### config.mk
export PLATFORM = sky130hd
export DESIGN_NAME = three_wire_synth_programmer_unit
export DESIGN_NICKNAME = d
export VERILOG_FILES = /design/src/rtl/tws_pkg.sv /design/src/rtl/tws_engine.sv /design/src/rtl/three_wire_synth_programmer_unit.sv
export SDC_FILE = /design/constraint.sdc
export NUM_CORES = 1
export LEC_CHECK = 0
export BUFFER_PORTS_ARGS = -buffer_cell sky130_fd_sc_hd__buf_2
export CORE_MARGIN = 5
export CORE_UTILIZATION = 40
export DETAILED_ROUTE_END_ITERATION = 6
export PLACE_DENSITY = 0.58
export SYNTH_ARGS = -nofsm -noshare
export SYNTH_HDL_FRONTEND = slang
export SYNTH_SLANG_ARGS = --single-unit
### constraint.sdc
create_clock -name clk -period 9.3 [get_ports clk]
set_input_delay 0.93 -clock clk [delete_from_list [all_inputs] [get_ports clk]]
set_output_delay 0.93 -clock clk [all_outputs]
set_load 0.005 [all_outputs]
### src/rtl/tws_pkg.sv
// Shared types, codes and frame helpers for the three-wire synthesizer programmer.
// No dependencies; used by tws_engine and three_wire_synth_programmer_unit.
package tws_pkg;

    localparam int unsigned FRAME_BITS = 25;
    localparam int unsigned CMD_BITS   = 5;
    localparam int unsigned DATA_BITS  = 20;
    localparam int unsigned ADDR_BITS  = 4;
    localparam int unsigned FREQ_BITS  = 14;
    localparam int unsigned INDEX_BITS = 5;

    localparam logic [DATA_BITS-1:0] REF_WORD_RESET = 20'd400;

    // Item kinds.
    localparam logic [1:0] KIND_TICK    = 2'd0;
    localparam logic [1:0] KIND_WRITE   = 2'd1;
    localparam logic [1:0] KIND_READ    = 2'd2;
    localparam logic [1:0] KIND_CHANNEL = 2'd3;

    // Fixed register addresses used by the set-channel sequence.
    localparam logic [ADDR_BITS-1:0] ADDR_REF_DIV  = 4'd0;
    localparam logic [ADDR_BITS-1:0] ADDR_CHAN_DIV = 4'd1;

    typedef struct packed {
        logic [1:0]           kind;
        logic [ADDR_BITS-1:0] reg_address;
        logic [DATA_BITS-1:0] write_data;
        logic [FREQ_BITS-1:0] freq_mhz;
        logic                 line_in;
    } item_t;

    typedef struct packed {
        logic                 latch_n;
        logic                 serial_clock;
        logic                 line_out;
        logic                 line_drive;
        logic                 busy_res;
        logic                 accepted;
        logic                 read_valid;
        logic [DATA_BITS-1:0] read_word;
    } result_t;

    typedef struct packed {
        logic busy;
        logic pending;
    } status_t;

    // Write frame: address, write bit set, then the data word, sent LSB first.
    function automatic logic [FRAME_BITS-1:0] write_frame(
        input logic [ADDR_BITS-1:0] addr,
        input logic [DATA_BITS-1:0] data
    );
        write_frame = {data, 1'b1, addr};
    endfunction

    // Channel word: t = f*25, then the upper bits of t moved up by one place
    // with a zero inserted above the low six bits.
    function automatic logic [DATA_BITS-1:0] channel_word(
        input logic [FREQ_BITS-1:0] freq
    );
        logic [18:0] t;
        t = 19'(freq) * 19'd25;
        channel_word = {t[18:6], 1'b0, t[5:0]};
    endfunction

endpackage

### src/rtl/tws_engine.sv
// Frame sequencer state and single-step update logic for the serial link.
// Depends on tws_pkg.
module tws_engine
(
    input  logic                          clk,
    input  logic                          rst_n,
    input  logic                          advance,
    input  tws_pkg::item_t                item,
    input  logic [tws_pkg::DATA_BITS-1:0] ref_word,
    output tws_pkg::result_t              res,
    output tws_pkg::status_t              status
);

    typedef enum logic [1:0] {
        MODE_IDLE,
        MODE_WRITE,
        MODE_READ,
        MODE_GAP
    } mode_t;

    mode_t                              mode_reg, mode_next;
    logic                               phase_reg, phase_next;
    logic [tws_pkg::INDEX_BITS-1:0]     bit_index_reg, bit_index_next;
    logic [tws_pkg::FRAME_BITS-1:0]     out_shift_reg, out_shift_next;
    logic [tws_pkg::DATA_BITS-1:0]      in_shift_reg, in_shift_next;
    logic                               pending_reg, pending_next;
    logic [tws_pkg::DATA_BITS-1:0]      second_data_reg, second_data_next;

    always_comb
    begin
        mode_next        = mode_reg;
        phase_next       = phase_reg;
        bit_index_next   = bit_index_reg;
        out_shift_next   = out_shift_reg;
        in_shift_next    = in_shift_reg;
        pending_next     = pending_reg;
        second_data_next = second_data_reg;
        res              = '0;

        if (item.kind != tws_pkg::KIND_TICK) begin
            if (mode_reg == MODE_IDLE) begin
                res.accepted   = 1'b1;
                phase_next     = 1'b0;
                bit_index_next = '0;
                in_shift_next  = '0;
                case (item.kind)
                    tws_pkg::KIND_WRITE:
                    begin
                        mode_next      = MODE_WRITE;
                        out_shift_next = tws_pkg::write_frame(item.reg_address,
                                                              item.write_data);
                    end
                    tws_pkg::KIND_READ:
                    begin
                        mode_next      = MODE_READ;
                        out_shift_next = tws_pkg::FRAME_BITS'(item.reg_address);
                    end
                    default:
                    begin
                        mode_next        = MODE_WRITE;
                        second_data_next = tws_pkg::channel_word(item.freq_mhz);
                        pending_next     = 1'b1;
                        out_shift_next   = tws_pkg::write_frame(tws_pkg::ADDR_REF_DIV,
                                                                ref_word);
                    end
                endcase
            end
        end else begin
            case (mode_reg)
                MODE_IDLE:
                begin
                    mode_next = MODE_IDLE;
                end
                MODE_GAP:
                begin
                    pending_next   = 1'b0;
                    mode_next      = MODE_WRITE;
                    out_shift_next = tws_pkg::write_frame(tws_pkg::ADDR_CHAN_DIV,
                                                          second_data_reg);
                    phase_next     = 1'b0;
                    bit_index_next = '0;
                    in_shift_next  = '0;
                end
                default:
                begin
                    if (!phase_reg) begin
                        phase_next = 1'b1;
                    end else begin
                        // Falling edge: sample when reading, then move to the next bit.
                        phase_next     = 1'b0;
                        out_shift_next = out_shift_reg >> 1;
                        if (mode_reg == MODE_READ &&
                            bit_index_reg >= tws_pkg::INDEX_BITS'(tws_pkg::CMD_BITS)) begin
                            in_shift_next = {item.line_in, in_shift_reg[tws_pkg::DATA_BITS-1:1]};
                        end
                        if (bit_index_reg == tws_pkg::INDEX_BITS'(tws_pkg::FRAME_BITS - 1)) begin
                            if (mode_reg == MODE_READ) begin
                                res.read_valid = 1'b1;
                                res.read_word  = in_shift_next;
                            end
                            bit_index_next = '0;
                            mode_next      = pending_reg ? MODE_GAP : MODE_IDLE;
                        end else begin
                            bit_index_next = bit_index_reg + 1'b1;
                        end
                    end
                end
            endcase
        end

        if (mode_next == MODE_WRITE || mode_next == MODE_READ) begin
            res.latch_n      = 1'b0;
            res.serial_clock = phase_next;
            if (mode_next == MODE_READ &&
                bit_index_next >= tws_pkg::INDEX_BITS'(tws_pkg::CMD_BITS)) begin
                res.line_drive = 1'b0;
                res.line_out   = 1'b0;
            end else begin
                res.line_drive = 1'b1;
                res.line_out   = out_shift_next[0];
            end
        end else begin
            res.latch_n      = 1'b1;
            res.serial_clock = 1'b0;
            res.line_out     = 1'b0;
            res.line_drive   = 1'b1;
        end
        res.busy_res = (mode_next != MODE_IDLE);
    end

    always_ff @(posedge clk or negedge rst_n)
    begin
        if (!rst_n) begin
            mode_reg        <= MODE_IDLE;
            phase_reg       <= 1'b0;
            bit_index_reg   <= '0;
            out_shift_reg   <= '0;
            in_shift_reg    <= '0;
            pending_reg     <= 1'b0;
            second_data_reg <= '0;
        end else if (advance) begin
            mode_reg        <= mode_next;
            phase_reg       <= phase_next;
            bit_index_reg   <= bit_index_next;
            out_shift_reg   <= out_shift_next;
            in_shift_reg    <= in_shift_next;
            pending_reg     <= pending_next;
            second_data_reg <= second_data_next;
        end
    end

    assign status.busy     = (mode_reg != MODE_IDLE);
    assign status.pending  = pending_reg;

endmodule

### src/rtl/three_wire_synth_programmer_unit.sv
// Three-wire synthesizer programmer: an accepted input beat passes through the input register,
// then the result register, to its result beat on the output, and one beat is taken
// in every cycle while the output is not stalled. The single update step of the frame
// sequencer lies between the two registers; a stalled output holds the input.
// Reset (rst_n, asynchronous, active low) empties both stages, returns the link to idle
// and loads the reference divider word with its default of 400.
module three_wire_synth_programmer_unit
(
    input  logic                          clk,
    input  logic                          rst_n,

    input  logic                          cfg_write,
    input  logic [tws_pkg::DATA_BITS-1:0] cfg_data,

    input  logic                          in_valid,
    output logic                          in_stall,
    input  logic [1:0]                    kind,
    input  logic [tws_pkg::ADDR_BITS-1:0] reg_address,
    input  logic [tws_pkg::DATA_BITS-1:0] write_data,
    input  logic [tws_pkg::FREQ_BITS-1:0] freq_mhz,
    input  logic                          line_in,

    output logic                          out_valid,
    input  logic                          out_stall,
    output logic                          latch_n,
    output logic                          serial_clock,
    output logic                          line_out,
    output logic                          line_drive,
    output logic                          busy_res,
    output logic                          accepted,
    output logic                          read_valid,
    output logic [tws_pkg::DATA_BITS-1:0] read_word
);

    // Reference divider word, sent to register 0 ahead of every channel frame.
    logic [tws_pkg::DATA_BITS-1:0] ref_word_reg;

    // Input stage: one beat held until the sequencer can step on it.
    logic             in_valid_reg;
    tws_pkg::item_t   item_reg;

    // Result stage.
    logic             out_valid_reg;
    tws_pkg::result_t res_reg;

    tws_pkg::result_t res_next;
    tws_pkg::status_t status;
    logic             advance;

    // The sequencer steps when a beat is held and the result register is free
    // or is being emptied in this cycle.
    assign advance  = in_valid_reg && (!out_valid_reg || !out_stall);
    assign in_stall = in_valid_reg && !advance;

    always_ff @(posedge clk or negedge rst_n)
    begin
        if (!rst_n) begin
            ref_word_reg <= tws_pkg::REF_WORD_RESET;
        end else if (cfg_write) begin
            ref_word_reg <= cfg_data;
        end
    end

    always_ff @(posedge clk or negedge rst_n)
    begin
        if (!rst_n) begin
            in_valid_reg <= 1'b0;
        end else if (!in_stall) begin
            in_valid_reg <= in_valid;
        end
    end

    always_ff @(posedge clk)
    begin
        if (in_valid && !in_stall) begin
            item_reg.kind        <= kind;
            item_reg.reg_address <= reg_address;
            item_reg.write_data  <= write_data;
            item_reg.freq_mhz    <= freq_mhz;
            item_reg.line_in     <= line_in;
        end
    end

    tws_engine u_engine
    (
        .clk      (clk),
        .rst_n    (rst_n),
        .advance  (advance),
        .item     (item_reg),
        .ref_word (ref_word_reg),
        .res      (res_next),
        .status   (status)
    );

    always_ff @(posedge clk or negedge rst_n)
    begin
        if (!rst_n) begin
            out_valid_reg <= 1'b0;
        end else if (advance) begin
            out_valid_reg <= 1'b1;
        end else if (!out_stall) begin
            out_valid_reg <= 1'b0;
        end
    end

    always_ff @(posedge clk)
    begin
        if (advance) begin
            res_reg <= res_next;
        end
    end

    assign out_valid    = out_valid_reg;
    assign latch_n      = res_reg.latch_n;
    assign serial_clock = res_reg.serial_clock;
    assign line_out     = res_reg.line_out;
    assign line_drive   = res_reg.line_drive;
    assign busy_res     = res_reg.busy_res;
    assign accepted     = res_reg.accepted;
    assign read_valid   = res_reg.read_valid;
    assign read_word    = res_reg.read_word;

`ifndef SYNTHESIS
    // A second frame may only be pending while the sequencer is busy.
    a_pending_busy: assert property (@(posedge clk) disable iff (!rst_n)
        status.pending |-> status.busy)
        else $error("pending second frame while sequencer idle");

    // A completed read leaves the link idle with the data line driven again.
    a_read_done_idle: assert property (@(posedge clk) disable iff (!rst_n)
        (out_valid_reg && res_reg.read_valid) |-> (res_reg.latch_n && res_reg.line_drive))
        else $error("read completion without returning the link to idle");

    // The data line is released only inside a frame.
    a_release_in_frame: assert property (@(posedge clk) disable iff (!rst_n)
        (out_valid_reg && !res_reg.line_drive) |-> !res_reg.latch_n)
        else $error("data line released outside a frame");

    // A request is taken only when the sequencer was idle before the step.
    a_accept_idle: assert property (@(posedge clk) disable iff (!rst_n)
        (advance && res_next.accepted) |-> !status.busy)
        else $error("request accepted while busy");
`endif

endmodule

==> impl_metrics.env, run 1 <==
export IMPL_period_minus_slack_ps=3250
export IMPL_fillers=1829
export IMPL_first_pass_iters=6
export IMPL_worst_pin_slew_ps=1300
export IMPL_pwr_density_cell_mw_per_mm2=229
export IMPL_crit_arrival_ps=3550
export IMPL_final_common_cell="buf_2"
export IMPL_die_y_um=153
export IMPL_placeableCoreArea_mm2=0.0202
export IMPL_yosysTopAreaCellShare=0.280
export IMPL_slowest_stage="fa_1"
export IMPL_first_global_vias=5826
export IMPL_period_share=0.350
export IMPL_drive_gt1_frac=0.208
export IMPL_initial_utilization=0.407
export IMPL_p_seq_frac=0.440
export IMPL_timing_max_cap_violations=0
export IMPL_drc=0
export IMPL_hp_class="primary input to asynchronous set/reset pin"
export IMPL_max_freq_ghz=0.307
export IMPL_synth_edf_count=68
export IMPL_synth_area_mux_share=0.0515
export IMPL_required_ps=9600
export IMPL_path_delay_family="adder cells"
export IMPL_synth_compound_area_frac=0.162
export IMPL_finalMaxSlewViolations=0
export IMPL_synthFlopType="dfrtp_1"
export IMPL_numPlacedInstances=1028
export IMPL_dieArea_mm2=0.0235
export IMPL_whs_ps=438
export IMPL_ys_types=64
export IMPL_gp_congestion=0.865
export IMPL_start_kind="flip-flop"
export IMPL_grt_max_degree=64
export IMPL_via_count=5670
export IMPL_grt_pass1_wl_um=29500
export IMPL_cts_sinks=163
export IMPL_wl_um=17800
export IMPL_r2r_start="item_reg[7]"
export IMPL_hold_buffers=0
export IMPL_cp_end_kind="flip-flop"
export IMPL_first_iter_violations=525
export IMPL_intPower_mw=1.45
export IMPL_root_buffer="clkbuf_16"
export IMPL_cts_tree="built"
export IMPL_switching_share=0.335
export IMPL_synth_simple_gate_area_frac=0.0864
export IMPL_path_max_fanout=7
export IMPL_path_common_cell="ha_1"
export IMPL_vdd_drop_max_mv=0.127
export IMPL_async_reset_ff_frac=0.583
export IMPL_setup_tns_final_ps=0
export IMPL_die_w_um=153
export IMPL_synth_area_mm2=0.00823
export IMPL_clkPwrFrac=0.314
export IMPL_synth_nets=833
export IMPL_wire_per_inst_um=16.8
export IMPL_area_delta_synth_final_pct=15.3
export IMPL_synth_top_family_by_area="compound AO/OA/AOI/OAI gates"
export IMPL_clock_path_buffers=2
export IMPL_ant_nets=0
export IMPL_regArea_mm2=0.00442
export IMPL_outcome="complete, no violations"
export IMPL_yosys_top_cells_area="dfrtp_1, edfxtp_1, ha_1"
export IMPL_path_clk_slew_ps=70
export IMPL_synthCells=699
export IMPL_setup_viol=0
export IMPL_final_cell_area_mm2=0.00948
export IMPL_finalNonFillerCells=1060
export IMPL_portBuffers=94
export IMPL_post_cts_resized=0
export IMPL_ys_seq_area_frac=0.537
export IMPL_dpl_cell_area_mm2=0.00890
export IMPL_overflow=0
export IMPL_yosysWarnings=0
export IMPL_crit_start="item_reg[7]"
export IMPL_comb_power_share=0.246
export IMPL_cts_inserted_buffers=17
export IMPL_htree_levels=4
export IMPL_criticalPathCategory="flip-flop to flip-flop"
export IMPL_diodes=0
export IMPL_layout_common_cells="buf_2, dfrtp_1, nand2_1"
export IMPL_syn_avg_cell_area_um2=11.8
export IMPL_placementRows=52
export IMPL_p_leak_nw=4.31
export IMPL_antenna_found_initial=0
export IMPL_crit_path_max_incr_delay_ps=490
export IMPL_synth_xor_area_frac=0.00958
export IMPL_multi_input_area_mm2=0.00346
export IMPL_synth_top_area_cell="dfrtp_1"
export IMPL_ioPinCount=95
export IMPL_gr_usage_all_layers=0.154
export IMPL_ys_ff_latch=163
export IMPL_vias_per_cell=5.35
export IMPL_post_cts_buffers=0
export IMPL_power_switching_mw=0.729
export IMPL_rsz0062_at_grt="false"
export IMPL_cp_cell_sequence="ha_1, ha_1, inv_1, fa_1, inv_1, ha_1, a21o_1, a31o_2, o21a_1, o311ai_0, nand3_1"
export IMPL_cp_buffers_inverters=2
export IMPL_hold_viol_final=0
export IMPL_clock_latency_ps=430
export IMPL_maxSlewHeadroom=0.130
export IMPL_synthAdderAreaFrac=0.112
export IMPL_nNetsFinal=911
export IMPL_hpwl_um=12400
export IMPL_largest_reg_flops=41
export IMPL_clock_skew_ps=11.8
[per-layer routing]
| layer | routed length, um | share of wire | vias up | global-route usage |
|---|---|---|---|---|
| met4 | 182 | 0.010 | 0 | 0.0416 |
| li1 | - | - | 2743 | - |
| met1 | 7960 | 0.45 | 2788 | 0.200 |
| met3 | 771 | 0.043 | 19 | 0.0373 |
| met2 | 8880 | 0.50 | 120 | 0.258 |
| met5 | 0 | 0 | - | 0 |
[synth_stat cells, drive strengths merged, types with 9 or more instances]
cell type	instances
o21ai	49
ha	59
nand2	78
inv	44
nand3	12
edfxtp	68
dfrtp	92
a22o	39
a222oi	18
buf	18
mux2i	21
mux2	19
clkbuf	22
nor2	31
o211ai	9
fa	9
a21oi	15
[path summary, 6_finish.rpt]
check / end / slack (ps) / cells past startpoint
min in group clk: out_valid / 490 / 1
max: u_engine.second_data_reg[15] / 6050 / 11
max in group asynchronous: ref_word_reg[3] / 7690 / 2
min reg2reg: out_valid / 490 / 1
min: u_engine.phase_reg / 440 / 1
max reg2reg: u_engine.second_data_reg[15] / 6050 / 11
[metrics by stage]
step           setup WS, ps   util  power [mW]
6_report               6050  0.469        2.18
4_1_cts                6040  0.469        2.19
3_5_place_dp           5910  0.440        1.50
5_1_grt                5810  0.469        2.32
3_3_place_gp           6100  0.440        1.49
2_1_floorplan          6190      -        1.35
[cells by family after synthesis]
family / Yosys count
compound gates: 178
flops: 163
simple gates: 157
buf+inv: 84
fa+ha+maj: 68
mux: 40
xor+xnor: 9
[power by group through the flow]
stage	sequential (mW)	clock, mW	combinational [mW]
finish	0.957	0.683	0.536
global placement	0.966	0	0.524
detailed placement	0.969	0	0.536
floorplan	0.941	0	0.408
CTS	0.956	0.697	0.541
global route	0.971	0.731	0.615
[cell type report]
class / instances / share of cell area
clock inverters: 15 / 0.0168
repair buffers: 99 / 0.0538
multi-input cells: 452 / 0.365
well taps: 270 / 0.0356
clock buffers: 17 / 0.0449
inverters: 44 / 0.0174
flip-flops and latches: 163 / 0.466
[worst register-to-register path, delay by kind of cell (launching register included)]
kind / cells / cell delay, ps
buffers and inverters: 2 / 90
AND/OR/NAND/NOR: 1 / 110
adder cells (fa/ha/maj): 4 / 1490
AO/OA/AOI/OAI: 4 / 1010
flip-flops: 1 / 440
Power figures use the tool's default switching activity.
==> inputs of run 2 (changes only) <==
--- a/config.mk
+++ b/config.mk
@@ -5,6 +5,7 @@
 export SDC_FILE = /design/constraint.sdc
 export NUM_CORES = 1
 export LEC_CHECK = 0
+export ABC_AREA = 1
 export BUFFER_PORTS_ARGS = -buffer_cell sky130_fd_sc_hd__buf_2
 export CORE_MARGIN = 5
 export CORE_UTILIZATION = 40
==> constraint.sdc (replaced) <==
create_clock -name clk -period 3.4 [get_ports clk]
set_input_delay 0.34 -clock clk [delete_from_list [all_inputs] [get_ports clk]]
set_output_delay 0.34 -clock clk [all_outputs]
set_load 0.005 [all_outputs]
==> run 2 against run 1 <==
Via count increased by 11%. First-iteration DRC count decreased by 8.0%. Sequential share of layout area decreased by 1.5 points. Maximum frequency increased by 4.6%. Clock skew increased by 0.77 ps. Sequential cell count unchanged. Critical path depth increased by 3. Combinational power increased to 3.9 times the previous value. Critical path type unchanged. Largest power group unchanged. Highest routed layer unchanged.
==> impl_metrics.env, run 2 <==
export IMPL_outcome="complete, no violations"
export IMPL_first_pass_iters=5
export IMPL_multi_input_area_mm2=0.00343
export IMPL_post_cts_buffers=0
export IMPL_layout_common_cells="nand2_1, inv_1, buf_2"
export IMPL_setup_tns_final_ps=0
export IMPL_antenna_found_initial=0
export IMPL_period_minus_slack_ps=3110
export IMPL_p_seq_frac=0.409
export IMPL_crit_arrival_ps=3420
export IMPL_setup_viol=0
export IMPL_path_delay_family="adder cells"
export IMPL_diodes=0
export IMPL_root_buffer="clkbuf_16"
export IMPL_initial_utilization=0.404
export IMPL_rrSetupSlack_ps=290
export IMPL_synth_compound_area_frac=0.129
export IMPL_dieArea_mm2=0.0242
export IMPL_switching_share=0.366
export IMPL_synthCells=894
export IMPL_portBuffers=94
export IMPL_hp_class="primary input to asynchronous set/reset pin"
export IMPL_p_leak_nw=4.55
export IMPL_ys_ff_latch=163
export IMPL_yosysWarnings=0
export IMPL_synthFlopType="dfrtp_1"
export IMPL_wire_per_inst_um=14.4
export IMPL_ys_seq_area_frac=0.522
export IMPL_worstReg2RegEnd="u_engine.second_data_reg[19]"
export IMPL_first_iter_violations=483
export IMPL_cp_cell_sequence="ha_1, ha_1, inv_1, fa_1, inv_1, ha_1, a21oi_1, nand2_1, nand3_1, nand2_1, nand3_1, nand3b_1, nand3_1, nand2_1"
export IMPL_cts_tree="built"
export IMPL_vdd_drop_max_mv=0.414
export IMPL_ant_nets=0
export IMPL_placementRows=53
export IMPL_drc=0
export IMPL_die_y_um=156
export IMPL_synth_common_cells="nand2_1, inv_1, dfrtp_1"
export IMPL_timing_max_cap_violations=0
export IMPL_worstRegToRegCells=14
export IMPL_intPower_mw=4.38
export IMPL_comb_power_share=0.304
export IMPL_final_common_cell="nand2_1"
export IMPL_vias_per_cell=4.97
export IMPL_path_max_fanout=5
export IMPL_rsz0062_at_grt="false"
export IMPL_max_freq_ghz=0.321
export IMPL_period_share=0.915
export IMPL_gr_usage_all_layers=0.156
export IMPL_hold_viol_final=0
export IMPL_syn_avg_cell_area_um2=9.48
export IMPL_die_w_um=156
export IMPL_finalMaxSlewViolations=0
export IMPL_regArea_mm2=0.00442
export IMPL_ys_types=40
export IMPL_path_clk_slew_ps=70
export IMPL_cts_sinks=163
export IMPL_via_count=6312
export IMPL_grt_max_degree=75
export IMPL_synth_top_area_cell="dfrtp_1"
export IMPL_synthAdderAreaFrac=0.108
export IMPL_overflow=0
export IMPL_gp_congestion=0.815
export IMPL_dpl_cell_area_mm2=0.00919
export IMPL_fillers=2053
export IMPL_synth_area_mux_share=0
export IMPL_maxSlewHeadroom=0.274
export IMPL_synth_edf_count=68
export IMPL_clock_latency_ps=430
export IMPL_synth_nets=1028
export IMPL_r2r_start="item_reg[4]"
export IMPL_ioPinCount=95
export IMPL_criticalPathCategory="flip-flop to flip-flop"
export IMPL_clock_path_buffers=2
export IMPL_placeableCoreArea_mm2=0.0210
export IMPL_final_cell_area_mm2=0.00981
export IMPL_yosys_top_cells_area="dfrtp_1, edfxtp_1, ha_1"
export IMPL_hold_buffers=0
export IMPL_slowest_stage="fa_1"
export IMPL_drive_gt1_frac=0.160
export IMPL_pwr_density_cell_mw_per_mm2=705
export IMPL_synth_top_family_by_area="simple AND/OR/NAND/NOR gates"
export IMPL_clock_skew_ps=12.6
export IMPL_cts_inserted_buffers=17
export IMPL_hpwl_um=13100
export IMPL_nNetsFinal=1116
export IMPL_async_reset_ff_frac=0.583
export IMPL_grt_pass1_wl_um=30500
export IMPL_crit_path_max_incr_delay_ps=500
export IMPL_crit_start="item_reg[4]"
export IMPL_first_global_vias=6169
export IMPL_largest_reg_flops=41
export IMPL_wl_um=18300
export IMPL_start_kind="flip-flop"
export IMPL_yosysTopAreaCellShare=0.272
export IMPL_area_delta_synth_final_pct=15.7
export IMPL_required_ps=3710
export IMPL_power_switching_mw=2.53
export IMPL_synth_xor_area_frac=0.00827
export IMPL_cp_buffers_inverters=2
export IMPL_cp_end_kind="flip-flop"
export IMPL_synth_area_mm2=0.00848
export IMPL_clkPwrFrac=0.287
export IMPL_htree_levels=4
export IMPL_worst_pin_slew_ps=1090
export IMPL_synth_most_common_cell="nand2_1"
export IMPL_post_cts_resized=0
export IMPL_synth_simple_gate_area_frac=0.158
run 2: changes by cell type after synthesis, moves of 21 or more:
cell,change
inv_1,+69
mux2i_1,-21
nor2_1,+39
o22ai_1,+22
nand2_1,+96
a22o_1,-39
o21ai_0,+44
nand3_1,+37
run 2: layout make-up:
cell class	instances	area share
clock buffers	17	0.0434
clock inverters	15	0.0190
inverters	118	0.0454
multi-input cells	577	0.349
flip-flops and latches	163	0.451
well taps	275	0.0351
repair buffers	105	0.0567
run 2: worst max path at each step:
stage	end	cells after the start
2_1_floorplan	u_engine.second_data_reg[18]	14
3_5_place_dp	u_engine.second_data_reg[19]	14
4_1_cts	u_engine.second_data_reg[19]	14
5_1_grt	u_engine.second_data_reg[19]	14
3_3_place_gp	u_engine.second_data_reg[19]	14
6_report	u_engine.second_data_reg[19]	14
run 2: cells by family after synthesis:
kind of cell               after synthesis
AOI/OAI and AO/OA                      187
xor gates and xnor gates                 8
adders and majority gates               68
buffers and inverters                  154
DFF                                    163
and+or+nand+nor                        314
run 2: metrics by stage:
| stage | hold WS [ps] | cells | util | total power [mW] | worst slack [ps] |
|---|---|---|---|---|---|
| 2_1_floorplan | 44.4 | 894 | - | 4.40 | 651 |
| 3_3_place_gp | 468 | 1238 | 0.439 | 4.94 | 345 |
| 3_5_place_dp | 469 | 1238 | 0.439 | 4.98 | 334 |
| 4_1_cts | 58.2 | 1270 | 0.468 | 6.98 | 302 |
| 5_1_grt | 54.6 | 1270 | 0.468 | 7.41 | 32.3 |
| 6_report | 64.1 | 1270 | 0.468 | 6.91 | 289 |
run 2: power by group through the flow:
| stage | registers, mW | logic (mW) | clock network [mW] |
|---|---|---|---|
| after floorplan | 2.78 | 1.62 | 0 |
| after global placement | 2.86 | 2.09 | 0 |
| after detailed placement | 2.86 | 2.12 | 0 |
| after CTS | 2.83 | 2.13 | 2.02 |
| after global routing | 2.88 | 2.42 | 2.11 |
| final | 2.83 | 2.10 | 1.98 |
run 2: routing by layer:
metal,track usage,up-vias,routed length [um]
met5,0,-,0
met4,0.0400,0,214
li1,-,3218,-
met2,0.258,133,8780
met1,0.210,2943,8560
met3,0.0327,18,793
